**config.mk**
```make
export PLATFORM = sky130hd
export DESIGN_NAME = fan_tach_rpm_and_failsafe_pwm_flat
export DESIGN_NICKNAME = d
export VERILOG_FILES = /design/src/sv/ftr_pkg.sv /design/src/sv/ftr_in_if.sv /design/src/sv/ftr_out_if.sv /design/src/sv/ftr_regs.sv /design/src/sv/ftr_tach.sv /design/src/sv/ftr_wdog.sv /design/src/sv/fan_tach_rpm_and_failsafe_pwm.sv /design/src/flat_wrapper.sv
export SDC_FILE = /design/constraint.sdc
export NUM_CORES = 2
export LEC_CHECK = 0
export ABC_AREA = 1
export BUFFER_PORTS_ARGS = -buffer_cell sky130_fd_sc_hd__clkbuf_2
export CORE_AREA = 2 2 309 311
export DETAILED_ROUTE_END_ITERATION = 7
export DIE_AREA = 0 0 311 313
export GPL_TIMING_DRIVEN = 0
export HOLD_SLACK_MARGIN = 0.12
export SYNTH_ARGS = -nofsm -noshare
export SYNTH_HDL_FRONTEND = slang
export SYNTH_SLANG_ARGS = --single-unit
```
**constraint.sdc**
```tcl
create_clock -name clk -period 6.5 [get_ports clk]
set_clock_uncertainty 0.1 [all_clocks]
set_input_delay 0.65 -clock clk [delete_from_list [all_inputs] [get_ports clk]]
set_output_delay 0.65 -clock clk [all_outputs]
set_load 0.05 [all_outputs]
```
**src/sv/ftr_pkg.sv**
```systemverilog
package ftr_pkg;

  // Number of fan lanes that the result word always carries.
  localparam int MAX_FANS = 5;
  localparam int DEF_FAN_COUNT = 5;

  localparam int ADDR_W = 4;
  localparam int DATA_W = 32;

  localparam logic [6:0]  RST_FAILSAFE_PERCENT = 7'd40;
  localparam logic [15:0] RST_TIMEOUT_MS       = 16'd5000;
  localparam logic [15:0] RST_WINDOW_MS        = 16'd1000;
  localparam logic [7:0]  RST_RPM_PER_PULSE    = 8'd30;

  localparam logic [15:0] CNT_MAX = 16'hFFFF;
  localparam logic [7:0]  PCT_MAX = 8'd100;
  localparam logic [7:0]  PCT_MIN = 8'd1;

  // 255 / 100 as a fixed-point reciprocal with 21 fraction bits; exact for
  // every 7-bit percent.
  localparam logic [29:0] DUTY_RECIP = 30'd5347860;
  localparam int          DUTY_SHIFT = 21;

  typedef enum logic [1:0] {
    OP_TICK = 2'd0,
    OP_TACH = 2'd1,
    OP_CMD  = 2'd2,
    OP_IDLE = 2'd3
  } op_t;

  typedef enum logic [1:0] {
    REG_FAILSAFE_PERCENT = 2'd0,
    REG_TIMEOUT_MS       = 2'd1,
    REG_WINDOW_MS        = 2'd2,
    REG_RPM_PER_PULSE    = 2'd3
  } reg_idx_t;

  typedef struct packed {
    logic [6:0]  failsafe_percent;
    logic [15:0] timeout_ms;
    logic [15:0] window_ms;
    logic [7:0]  rpm_per_pulse;
  } cfg_t;

  typedef struct packed {
    op_t        opcode;
    logic [4:0] edge_mask;
    logic [7:0] speed_percent;
  } item_t;

  typedef struct packed {
    logic [7:0] duty;
    logic       failsafe_active;
    logic       timeout_event;
    logic       report_valid;
  } wdog_res_t;

  function automatic logic [7:0] percent_to_duty(input logic [6:0] pct);
    logic [29:0] prod;
    logic [8:0]  q;
    prod = 30'(pct) * DUTY_RECIP;
    q = prod[29:DUTY_SHIFT];
    return (q > 9'd255) ? 8'hFF : q[7:0];
  endfunction

endpackage

```
**src/sv/ftr_in_if.sv**
```systemverilog
interface ftr_in_if;
  import ftr_pkg::*;

  logic       valid;
  logic       ready;
  logic [1:0] opcode;
  logic [4:0] edge_mask;
  logic [7:0] speed_percent;

  modport source (output valid, opcode, edge_mask, speed_percent, input ready);
  modport sink (input valid, opcode, edge_mask, speed_percent, output ready);
endinterface

```
**src/sv/ftr_out_if.sv**
```systemverilog
interface ftr_out_if;
  import ftr_pkg::*;

  logic        valid;
  logic        ready;
  logic [7:0]  duty;
  logic        failsafe_active;
  logic        timeout_event;
  logic        report_valid;
  logic [15:0] rpm_fan0;
  logic [15:0] rpm_fan1;
  logic [15:0] rpm_fan2;
  logic [15:0] rpm_fan3;
  logic [15:0] rpm_fan4;

  modport source (
    output valid, duty, failsafe_active, timeout_event, report_valid,
           rpm_fan0, rpm_fan1, rpm_fan2, rpm_fan3, rpm_fan4,
    input  ready
  );
  modport sink (
    input  valid, duty, failsafe_active, timeout_event, report_valid,
           rpm_fan0, rpm_fan1, rpm_fan2, rpm_fan3, rpm_fan4,
    output ready
  );
endinterface

```
**src/sv/ftr_regs.sv**
```systemverilog
module ftr_regs
  import ftr_pkg::*;
(
  input  logic              clk,
  input  logic              rst,
  input  logic              psel,
  input  logic              penable,
  input  logic              pwrite,
  input  logic [ADDR_W-1:0] paddr,
  input  logic [DATA_W-1:0] pwdata,
  output logic [DATA_W-1:0] prdata,
  output logic              pready,
  output cfg_t              cfg
);

  logic     wr_en;
  reg_idx_t idx;

  assign pready = 1'b1;
  assign wr_en  = psel && penable && pwrite && pready;
  assign idx    = reg_idx_t'(paddr[3:2]);

  always_ff @(posedge clk) begin
    if (rst) begin
      cfg.failsafe_percent <= RST_FAILSAFE_PERCENT;
      cfg.timeout_ms       <= RST_TIMEOUT_MS;
      cfg.window_ms        <= RST_WINDOW_MS;
      cfg.rpm_per_pulse    <= RST_RPM_PER_PULSE;
    end else if (wr_en) begin
      unique case (idx)
        REG_FAILSAFE_PERCENT: cfg.failsafe_percent <= pwdata[6:0];
        REG_TIMEOUT_MS:       cfg.timeout_ms       <= pwdata[15:0];
        REG_WINDOW_MS:        cfg.window_ms        <= pwdata[15:0];
        REG_RPM_PER_PULSE:    cfg.rpm_per_pulse    <= pwdata[7:0];
        default: ;
      endcase
    end
  end

  always_comb begin
    unique case (idx)
      REG_FAILSAFE_PERCENT: prdata = DATA_W'(cfg.failsafe_percent);
      REG_TIMEOUT_MS:       prdata = DATA_W'(cfg.timeout_ms);
      REG_WINDOW_MS:        prdata = DATA_W'(cfg.window_ms);
      REG_RPM_PER_PULSE:    prdata = DATA_W'(cfg.rpm_per_pulse);
      default:              prdata = '0;
    endcase
  end

endmodule

```
**src/sv/ftr_tach.sv**
```systemverilog
module ftr_tach
  import ftr_pkg::*;
#(
  parameter int FAN_COUNT = DEF_FAN_COUNT
) (
  input  logic                       clk,
  input  logic                       rst,
  input  logic                       step,
  input  item_t                      word,
  input  cfg_t                       cfg,
  output logic [FAN_COUNT-1:0][15:0] rpm_next
);

  logic [FAN_COUNT-1:0][15:0] pulse_counts;
  logic [FAN_COUNT-1:0][15:0] pulse_counts_next;
  logic [FAN_COUNT-1:0][15:0] latched_rpm;
  logic [15:0]                window_elapsed;
  logic [15:0]                window_elapsed_next;
  logic [15:0]                window_inc;
  logic                       is_tick;
  logic                       is_tach;
  logic                       window_done;

  assign is_tick     = (word.opcode == OP_TICK);
  assign is_tach     = (word.opcode == OP_TACH);
  assign window_inc  = (window_elapsed != CNT_MAX) ? window_elapsed + 16'd1 : window_elapsed;
  assign window_done = is_tick && (window_inc >= cfg.window_ms);

  always_comb begin
    if (window_done) begin
      window_elapsed_next = '0;
    end else if (is_tick) begin
      window_elapsed_next = window_inc;
    end else begin
      window_elapsed_next = window_elapsed;
    end
  end

  for (genvar i = 0; i < FAN_COUNT; i++) begin : g_lane
    logic [23:0] prod;
    logic [15:0] rpm_sat;

    assign prod    = pulse_counts[i] * cfg.rpm_per_pulse;
    assign rpm_sat = (prod[23:16] != 8'd0) ? CNT_MAX : prod[15:0];

    always_comb begin
      if (window_done) begin
        pulse_counts_next[i] = '0;
      end else if (is_tach && word.edge_mask[i] && pulse_counts[i] != CNT_MAX) begin
        pulse_counts_next[i] = pulse_counts[i] + 16'd1;
      end else begin
        pulse_counts_next[i] = pulse_counts[i];
      end
    end

    assign rpm_next[i] = window_done ? rpm_sat : latched_rpm[i];
  end

  always_ff @(posedge clk) begin
    if (rst) begin
      pulse_counts   <= '0;
      latched_rpm    <= '0;
      window_elapsed <= '0;
    end else if (step) begin
      pulse_counts   <= pulse_counts_next;
      latched_rpm    <= rpm_next;
      window_elapsed <= window_elapsed_next;
    end
  end

endmodule

```
**src/sv/ftr_wdog.sv**
```systemverilog
module ftr_wdog
  import ftr_pkg::*;
(
  input  logic      clk,
  input  logic      rst,
  input  logic      step,
  input  item_t     word,
  input  cfg_t      cfg,
  output wdog_res_t res_next
);

  logic [15:0] since_command;
  logic [15:0] since_command_next;
  logic [16:0] since_inc;
  logic        in_failsafe;
  logic [7:0]  duty_value;
  logic        cmd_ok;

  assign since_inc = {1'b0, since_command} + 17'd1;
  assign cmd_ok    = (word.opcode == OP_CMD) && (word.speed_percent >= PCT_MIN)
                     && (word.speed_percent <= PCT_MAX);

  always_comb begin
    res_next.duty            = duty_value;
    res_next.failsafe_active = in_failsafe;
    res_next.timeout_event   = 1'b0;
    res_next.report_valid    = 1'b0;
    since_command_next       = since_command;
    unique case (word.opcode)
      OP_TICK: begin
        since_command_next = since_inc[16] ? CNT_MAX : since_inc[15:0];
        // The timeout compares against the count before it saturates.
        if (!in_failsafe && since_inc > {1'b0, cfg.timeout_ms}) begin
          res_next.failsafe_active = 1'b1;
          res_next.duty            = percent_to_duty(cfg.failsafe_percent);
          res_next.timeout_event   = 1'b1;
        end
      end
      OP_CMD: begin
        if (cmd_ok) begin
          res_next.duty            = percent_to_duty(word.speed_percent[6:0]);
          res_next.failsafe_active = 1'b0;
          res_next.report_valid    = 1'b1;
          since_command_next       = '0;
        end
      end
      OP_TACH, OP_IDLE: ;
      default: ;
    endcase
  end

  always_ff @(posedge clk) begin
    if (rst) begin
      since_command <= '0;
      in_failsafe   <= 1'b1;
      duty_value    <= percent_to_duty(RST_FAILSAFE_PERCENT);
    end else if (step) begin
      since_command <= since_command_next;
      in_failsafe   <= res_next.failsafe_active;
      duty_value    <= res_next.duty;
    end
  end

endmodule

```
**src/sv/fan_tach_rpm_and_failsafe_pwm.sv**
```systemverilog
// Fan tachometer and PWM watchdog. Each accepted word (millisecond tick, tach
// edge mask or speed command) yields exactly one result word carrying the
// current duty, failsafe status, timeout and report flags and the latched RPM
// of every fan. The block takes one word per clock while the result channel
// is not stalled: a word sits in an input register while the pulse counters,
// window counter, watchdog and duty are updated, and the result lands in an
// output register and is held there until the sink is ready. Back-pressure on
// the result channel stalls the input only once the input register is full.
// Configuration is written through the APB port at byte offsets 0
// (failsafe_percent), 4 (timeout_ms), 8 (window_ms) and 12 (rpm_per_pulse);
// the user must write it only while no word is in flight, which the block
// does not enforce. Fans at or above FAN_COUNT always read zero.
module fan_tach_rpm_and_failsafe_pwm
  import ftr_pkg::*;
#(
  parameter int FAN_COUNT = DEF_FAN_COUNT
) (
  input  logic              clk,
  input  logic              rst,
  input  logic              psel,
  input  logic              penable,
  input  logic              pwrite,
  input  logic [ADDR_W-1:0] paddr,
  input  logic [DATA_W-1:0] pwdata,
  output logic [DATA_W-1:0] prdata,
  output logic              pready,
  ftr_in_if.sink            item,
  ftr_out_if.source         result
);

  cfg_t                       cfg;
  logic                       in_valid;
  item_t                      in_word;
  logic                       step;
  logic                       out_valid;
  wdog_res_t                  res_next;
  wdog_res_t                  res;
  logic [FAN_COUNT-1:0][15:0] rpm_next;
  logic [MAX_FANS-1:0][15:0]  rpm_wide;
  logic [MAX_FANS-1:0][15:0]  rpm_out;

  ftr_regs u_regs (
    .clk     (clk),
    .rst     (rst),
    .psel    (psel),
    .penable (penable),
    .pwrite  (pwrite),
    .paddr   (paddr),
    .pwdata  (pwdata),
    .prdata  (prdata),
    .pready  (pready),
    .cfg     (cfg)
  );

  // The word in the input register is processed when the output register
  // is free or is being emptied in this cycle.
  assign step       = in_valid && (!out_valid || result.ready);
  assign item.ready = !in_valid || step;

  always_ff @(posedge clk) begin
    if (rst) begin
      in_valid <= 1'b0;
    end else if (item.valid && item.ready) begin
      in_valid <= 1'b1;
    end else if (step) begin
      in_valid <= 1'b0;
    end
  end

  always_ff @(posedge clk) begin
    if (item.valid && item.ready) begin
      in_word.opcode        <= op_t'(item.opcode);
      in_word.edge_mask     <= item.edge_mask;
      in_word.speed_percent <= item.speed_percent;
    end
  end

  ftr_tach #(
    .FAN_COUNT (FAN_COUNT)
  ) u_tach (
    .clk      (clk),
    .rst      (rst),
    .step     (step),
    .word     (in_word),
    .cfg      (cfg),
    .rpm_next (rpm_next)
  );

  ftr_wdog u_wdog (
    .clk      (clk),
    .rst      (rst),
    .step     (step),
    .word     (in_word),
    .cfg      (cfg),
    .res_next (res_next)
  );

  for (genvar i = 0; i < MAX_FANS; i++) begin : g_rpm
    if (i < FAN_COUNT) begin : g_used
      assign rpm_wide[i] = rpm_next[i];
    end else begin : g_unused
      assign rpm_wide[i] = '0;
    end
  end

  always_ff @(posedge clk) begin
    if (rst) begin
      out_valid <= 1'b0;
    end else if (step) begin
      out_valid <= 1'b1;
    end else if (result.ready) begin
      out_valid <= 1'b0;
    end
  end

  always_ff @(posedge clk) begin
    if (step) begin
      res     <= res_next;
      rpm_out <= rpm_wide;
    end
  end

  assign result.valid           = out_valid;
  assign result.duty            = res.duty;
  assign result.failsafe_active = res.failsafe_active;
  assign result.timeout_event   = res.timeout_event;
  assign result.report_valid    = res.report_valid;
  assign result.rpm_fan0        = rpm_out[0];
  assign result.rpm_fan1        = rpm_out[1];
  assign result.rpm_fan2        = rpm_out[2];
  assign result.rpm_fan3        = rpm_out[3];
  assign result.rpm_fan4        = rpm_out[4];

endmodule

```
**src/flat_wrapper.sv**
```systemverilog
// flat-port wrapper written by rule: the top's interface ports become plain ports
module fan_tach_rpm_and_failsafe_pwm_flat import ftr_pkg::*;
#(
  parameter int FAN_COUNT = DEF_FAN_COUNT
)
  (clk, rst, psel, penable, pwrite, paddr, pwdata, prdata, pready, item_valid, item_opcode, item_edge_mask, item_speed_percent, item_ready, result_valid, result_duty, result_failsafe_active, result_timeout_event, result_report_valid, result_rpm_fan0, result_rpm_fan1, result_rpm_fan2, result_rpm_fan3, result_rpm_fan4, result_ready);
  ftr_in_if item_i ();
  ftr_out_if result_i ();
  input  logic clk;
  input  logic rst;
  input  logic psel;
  input  logic penable;
  input  logic pwrite;
  input  logic [ADDR_W-1:0] paddr;
  input  logic [DATA_W-1:0] pwdata;
  output logic [DATA_W-1:0] prdata;
  output logic pready;
  input wire logic [$bits(item_i.valid)-1:0] item_valid;
  input wire logic [$bits(item_i.opcode)-1:0] item_opcode;
  input wire logic [$bits(item_i.edge_mask)-1:0] item_edge_mask;
  input wire logic [$bits(item_i.speed_percent)-1:0] item_speed_percent;
  output wire logic [$bits(item_i.ready)-1:0] item_ready;
  output wire logic [$bits(result_i.valid)-1:0] result_valid;
  output wire logic [$bits(result_i.duty)-1:0] result_duty;
  output wire logic [$bits(result_i.failsafe_active)-1:0] result_failsafe_active;
  output wire logic [$bits(result_i.timeout_event)-1:0] result_timeout_event;
  output wire logic [$bits(result_i.report_valid)-1:0] result_report_valid;
  output wire logic [$bits(result_i.rpm_fan0)-1:0] result_rpm_fan0;
  output wire logic [$bits(result_i.rpm_fan1)-1:0] result_rpm_fan1;
  output wire logic [$bits(result_i.rpm_fan2)-1:0] result_rpm_fan2;
  output wire logic [$bits(result_i.rpm_fan3)-1:0] result_rpm_fan3;
  output wire logic [$bits(result_i.rpm_fan4)-1:0] result_rpm_fan4;
  input wire logic [$bits(result_i.ready)-1:0] result_ready;
  assign item_i.valid = item_valid;
  assign item_i.opcode = item_opcode;
  assign item_i.edge_mask = item_edge_mask;
  assign item_i.speed_percent = item_speed_percent;
  assign item_ready = item_i.ready;
  assign result_valid = result_i.valid;
  assign result_duty = result_i.duty;
  assign result_failsafe_active = result_i.failsafe_active;
  assign result_timeout_event = result_i.timeout_event;
  assign result_report_valid = result_i.report_valid;
  assign result_rpm_fan0 = result_i.rpm_fan0;
  assign result_rpm_fan1 = result_i.rpm_fan1;
  assign result_rpm_fan2 = result_i.rpm_fan2;
  assign result_rpm_fan3 = result_i.rpm_fan3;
  assign result_rpm_fan4 = result_i.rpm_fan4;
  assign result_i.ready = result_ready;
  fan_tach_rpm_and_failsafe_pwm #(.FAN_COUNT(FAN_COUNT)) u_core (.clk(clk), .rst(rst), .psel(psel), .penable(penable), .pwrite(pwrite), .paddr(paddr), .pwdata(pwdata), .prdata(prdata), .pready(pready), .item(item_i), .result(result_i));
endmodule
```
==> results.rst <==
.. list-table::
   :header-rows: 1

   * - Metric
     - Value
   * - Hold Vio Cnt, Final
     - 0
   * - Area of all placed cells without fillers
     - approximately 48,000 um^2
   * - # port buffers
     - between 100 and 150
   * - Worst ir drop on vdd
     - 167 uV
   * - Net Sw Power
     - around 2000 uW
   * - Met1 WL
     - about 60,000 um
   * - Cell type with the largest total area after synthesis
     - fa_1
   * - Number of clock sinks
     - 356
   * - Row count
     - ~110
   * - TritonCTS clock tree
     - done
   * - Main area contributors after synthesis
     - fa_1 (20%), inv_1 (12%), nand2_1 (12%)
   * - Worst-case clock buffer depth
     - 3
   * - Root buffer selected by CTS
     - clkbuf_16
   * - Crit path launch type
     - flip-flop
   * - Reg2reg setup slack
     - roughly 0.23 ns
   * - Normalized max-slew margin
     - 17.7%
   * - First-pass GRT wire length
     - between 200,000 and 250,000 um
   * - DP HPWL
     - 105,000 um
   * - Count of pins on the block boundary
     - 184
   * - Crit path arrival time
     - between 6 and 7 ns
   * - Clock buffer count from CTS
     - 42
   * - Initial antenna violation count
     - 2
   * - Design internal power
     - between 4000 and 5000 uW
   * - Leading cell type by number of instances after synthesis
     - inv_1
   * - Antenna viol nets, final
     - 0
   * - Number of violations reported at the end of detailed-routing iteration 0
     - between 3,000 and 4,000
   * - Sequential share of the synthesized area
     - between 10% and 20%
   * - Type of the worst setup path
     - reg -> reg
   * - Number of maximum-capacitance constraint violations
     - 0
   * - Count of vias placed by the detailed router
     - approximately 39,000
   * - EDFF count, synth
     - around 110
   * - Largest stage delay on the critical path
     - between 0.6 and 0.7 ns
   * - Wirelength, routed
     - 132,000 um
   * - Depth of the CTS H-tree
     - 2
   * - DR DRC count
     - 0
   * - Die width
     - slightly above 300 um
   * - Hold-critical path depth
     - 3
   * - #FFs+latches synth
     - around 360
   * - Most common cell on crit path
     - nand2_1
   * - Met3 wire length
     - around 7900 um
   * - Die height
     - 313 um
   * - Nets@finish
     - ~7,300
   * - Clock transition at the register clock pins on the worst setup and hold paths after CTS
     - 0.06 ns
   * - Total iterations of the first detailed-routing run
     - 7
   * - Distinct cell type count of the synthesized netlist
     - 59
   * - Time the worst path needs with I/O delays and setup
     - between 6 and 7 ns
   * - Switching part of the total power
     - between 30 and 40%
   * - Final Max Tran Viols
     - 0
   * - Initial core utilization
     - between 40 and 50%
   * - Post-DP Area
     - 46,200 um^2
   * - Post-synthesis cell area
     - ~44,000 um^2
   * - Most instantiated flip-flop cell in the synthesis netlist
     - dfxtp_1
   * - YS warnings
     - 0
   * - Setup violation total in the final timing report
     - 0
   * - Final core utilization
     - about half
   * - Registers with the most flip-flops
     - u_core.u_tach.latched_rpm x80, u_core.u_tach.pulse_counts x80, u_core.u_regs.cfg x47
   * - Area of the multi-input gates
     - between 20,000 and 30,000 um^2
   * - Syn-to-layout area delta
     - 9.09%
   * - Routed via count divided by cell count
     - about 5
   * - Classification of the worst-slack hold path
     - in -> reg
   * - FF/Latch Area
     - 8200 um^2
   * - Achievable clock frequency
     - around 0.16 GHz
   * - Gr ovfl total
     - 0
   * - Power share of the sequential group
     - between 40 and 50%
   * - Status
     - finished clean
   * - Total power
     - a little over 6000 uW
   * - Fraction of power consumed by combinational cells
     - approximately 20%
   * - Count of mapped cells out of synthesis
     - between 6,000 and 7,000
   * - GPL Wtd Cong
     - 0.945
   * - Setup repair after global routing missed its margin
     - false
   * - Slowest cell on crit path
     - clkbuf_1
   * - Clock power share
     - approximately two fifths
   * - Final clock period utilization by the worst path
     - between 90% and 100%
   * - Worst-margin pin slew
     - 1.23 ns
   * - Series of cell instances along the critical path
     - clkbuf_2, clkbuf_1, nand2_1, fa_1, inv_1, fa_1, inv_1, fa_1, inv_1, ha_1, a21oi_1, o21ai_0, a21o_1, nand2_1, nand3_1, nand2_1, nand2_1, nor2_2, buf_6, nand4_1, nand2_1, inv_1
   * - Share of Yosys cell area claimed by the top area cell type
     - between 20% and 30%
   * - Worst EP required
     - between 6 and 7 ns
   * - LEAKAGE
     - 0.0276 uW
   * - Largest fanout on the critical path
     - 10
   * - Core outline area
     - ~94,000 um^2
   * - Clock insertion delay at the later pin of the skew report
     - between 0.6 and 0.7 ns
   * - Number of global-route vias before repair
     - around 38,000
   * - Fraction of layout cells with a size suffix above 1
     - under 10%
   * - Ranking of synthesized cells by instance count
     - inv_1 (1,452), nand2_1 (1,420), fa_1 (446), nor2_1 (397), a21oi_1 (386)
   * - R2r worst-path depth
     - 22
   * - FFs w/ async S/R, synth
     - 0%
   * - Die footprint
     - ~97,000 um^2
   * - Number of filler instances in the final layout
     - between 9,000 and 10,000
   * - Synthesized area per cell
     - around 7.1 um^2
   * - CP endpoint kind
     - flip-flop
   * - Largest net degree at the start of global routing
     - 61
   * - Total length of routed met2 wires
     - between 50,000 and 60,000 um
   * - Uppermost metal layer occupied by signal nets
     - met4
   * - Power per cell area
     - about 130 nW/um^2
   * - GRT Util Overall
     - 27.2%
   * - Routed len/inst
     - approximately 17 um
==> critical path: cells and delay by family (launching register included) <==
family	cells	cell delay, ns
AO/OA/AOI/OAI	3	0.70
adder cells (fa/ha/maj)	4	1.96
AND/OR/NAND/NOR	8	1.36
flip-flops	1	0.31
buffers and inverters	7	1.56
==> what timing repair did <==
action | in CTS | in global routing
endpoints found under the setup margin | 160 | 95
pin swaps | 0 | 1
endpoints found under the hold margin | 12 | 0
setup buffers | 0 | 0
hold buffers | 12 | 0
gates resized for setup | 24 | 50
==> layout by cell type, fill, tap and decap left out, types with 16 or more instances in the layout <==
master,count
a21oi_1,386
buf_1,16
buf_2,27
buf_4,32
clkbuf_1,157
clkbuf_16,42
clkbuf_2,169
conb_1,17
dfxtp_1,243
edfxtp_1,106
fa_1,446
ha_1,380
inv_1,1452
nand2_1,1420
nand2_2,18
nand3_1,200
nand3b_1,17
nand4_1,148
nor2_1,397
nor3_1,68
o211ai_1,17
o21ai_0,242
o21ai_1,17
or2_2,60
xnor2_1,29
xor2_1,73
==> power groups by stage <==
stage | logic, uW | clock network [uW] | registers [uW]
detailed placement | 1190 | 0 | 2480
global route | 1340 | 2570 | 2440
floorplan | 732 | 0 | 2580
CTS | 1200 | 2490 | 2440
global placement | 1180 | 0 | 2480
finish | 1200 | 2440 | 2440
==> cell families (layout without fill, tap and decap cells) <==
kind of cell | after synthesis | in the layout | share of synthesized area (%)
simple gates | 2398 | 2398 | 23.5
flops | 356 | 356 | 18.7
buf+inv | 1733 | 1964 | 15.4
other cells | 2 | 18 | 0.0172
compound gates | 744 | 744 | 9.13
xor+xnor | 102 | 102 | 2.04
fa+ha+maj | 826 | 826 | 31.3
==> final cells by class <==
cell class	count	share of cell area (%)
sequential	356	17.2
multi-input combinational	4087	60.6
timing repair buffer	160	1.85
tap	1265	3.32
buffer	258	2.61
clock buffer	62	2.53
inverter	1468	11.5
clock inverter	16	0.401
antenna	1	0.00524
==> metal layers <==
layer  track usage (%)  vias up
met5                 0        -
met4              8.60        0
met3              3.59      186
met2              44.3     1056
met1              37.4    18677
li1                  -    19255
==> metrics by stage <==
step	hold slack (ns)	std cells	setup slack, ns	TNS (ns)
4_1_cts	0.147	7673	0.00930	0
3_3_place_gp	0.369	7588	-1.02	-111.02
5_1_grt	0.164	7673	0.00628	0
2_1_floorplan	0.350	6176	1.41	0
6_report	0.181	7673	0.230	0
3_5_place_dp	0.372	7589	-1.01	-72.77
==> final timing paths <==
kind                                                     start                              to
worst max register to register            u_core.u_regs.cfg[1]      u_core.result.rpm_fan0[15]
worst min register to register  u_core.u_wdog.since_command[3]  u_core.u_wdog.since_command[3]
worst max-delay path                      u_core.u_regs.cfg[1]      u_core.result.rpm_fan0[15]
worst min-delay path                                 pwdata[9]           u_core.u_regs.cfg[17]
(Power assumes the default switching activity.)
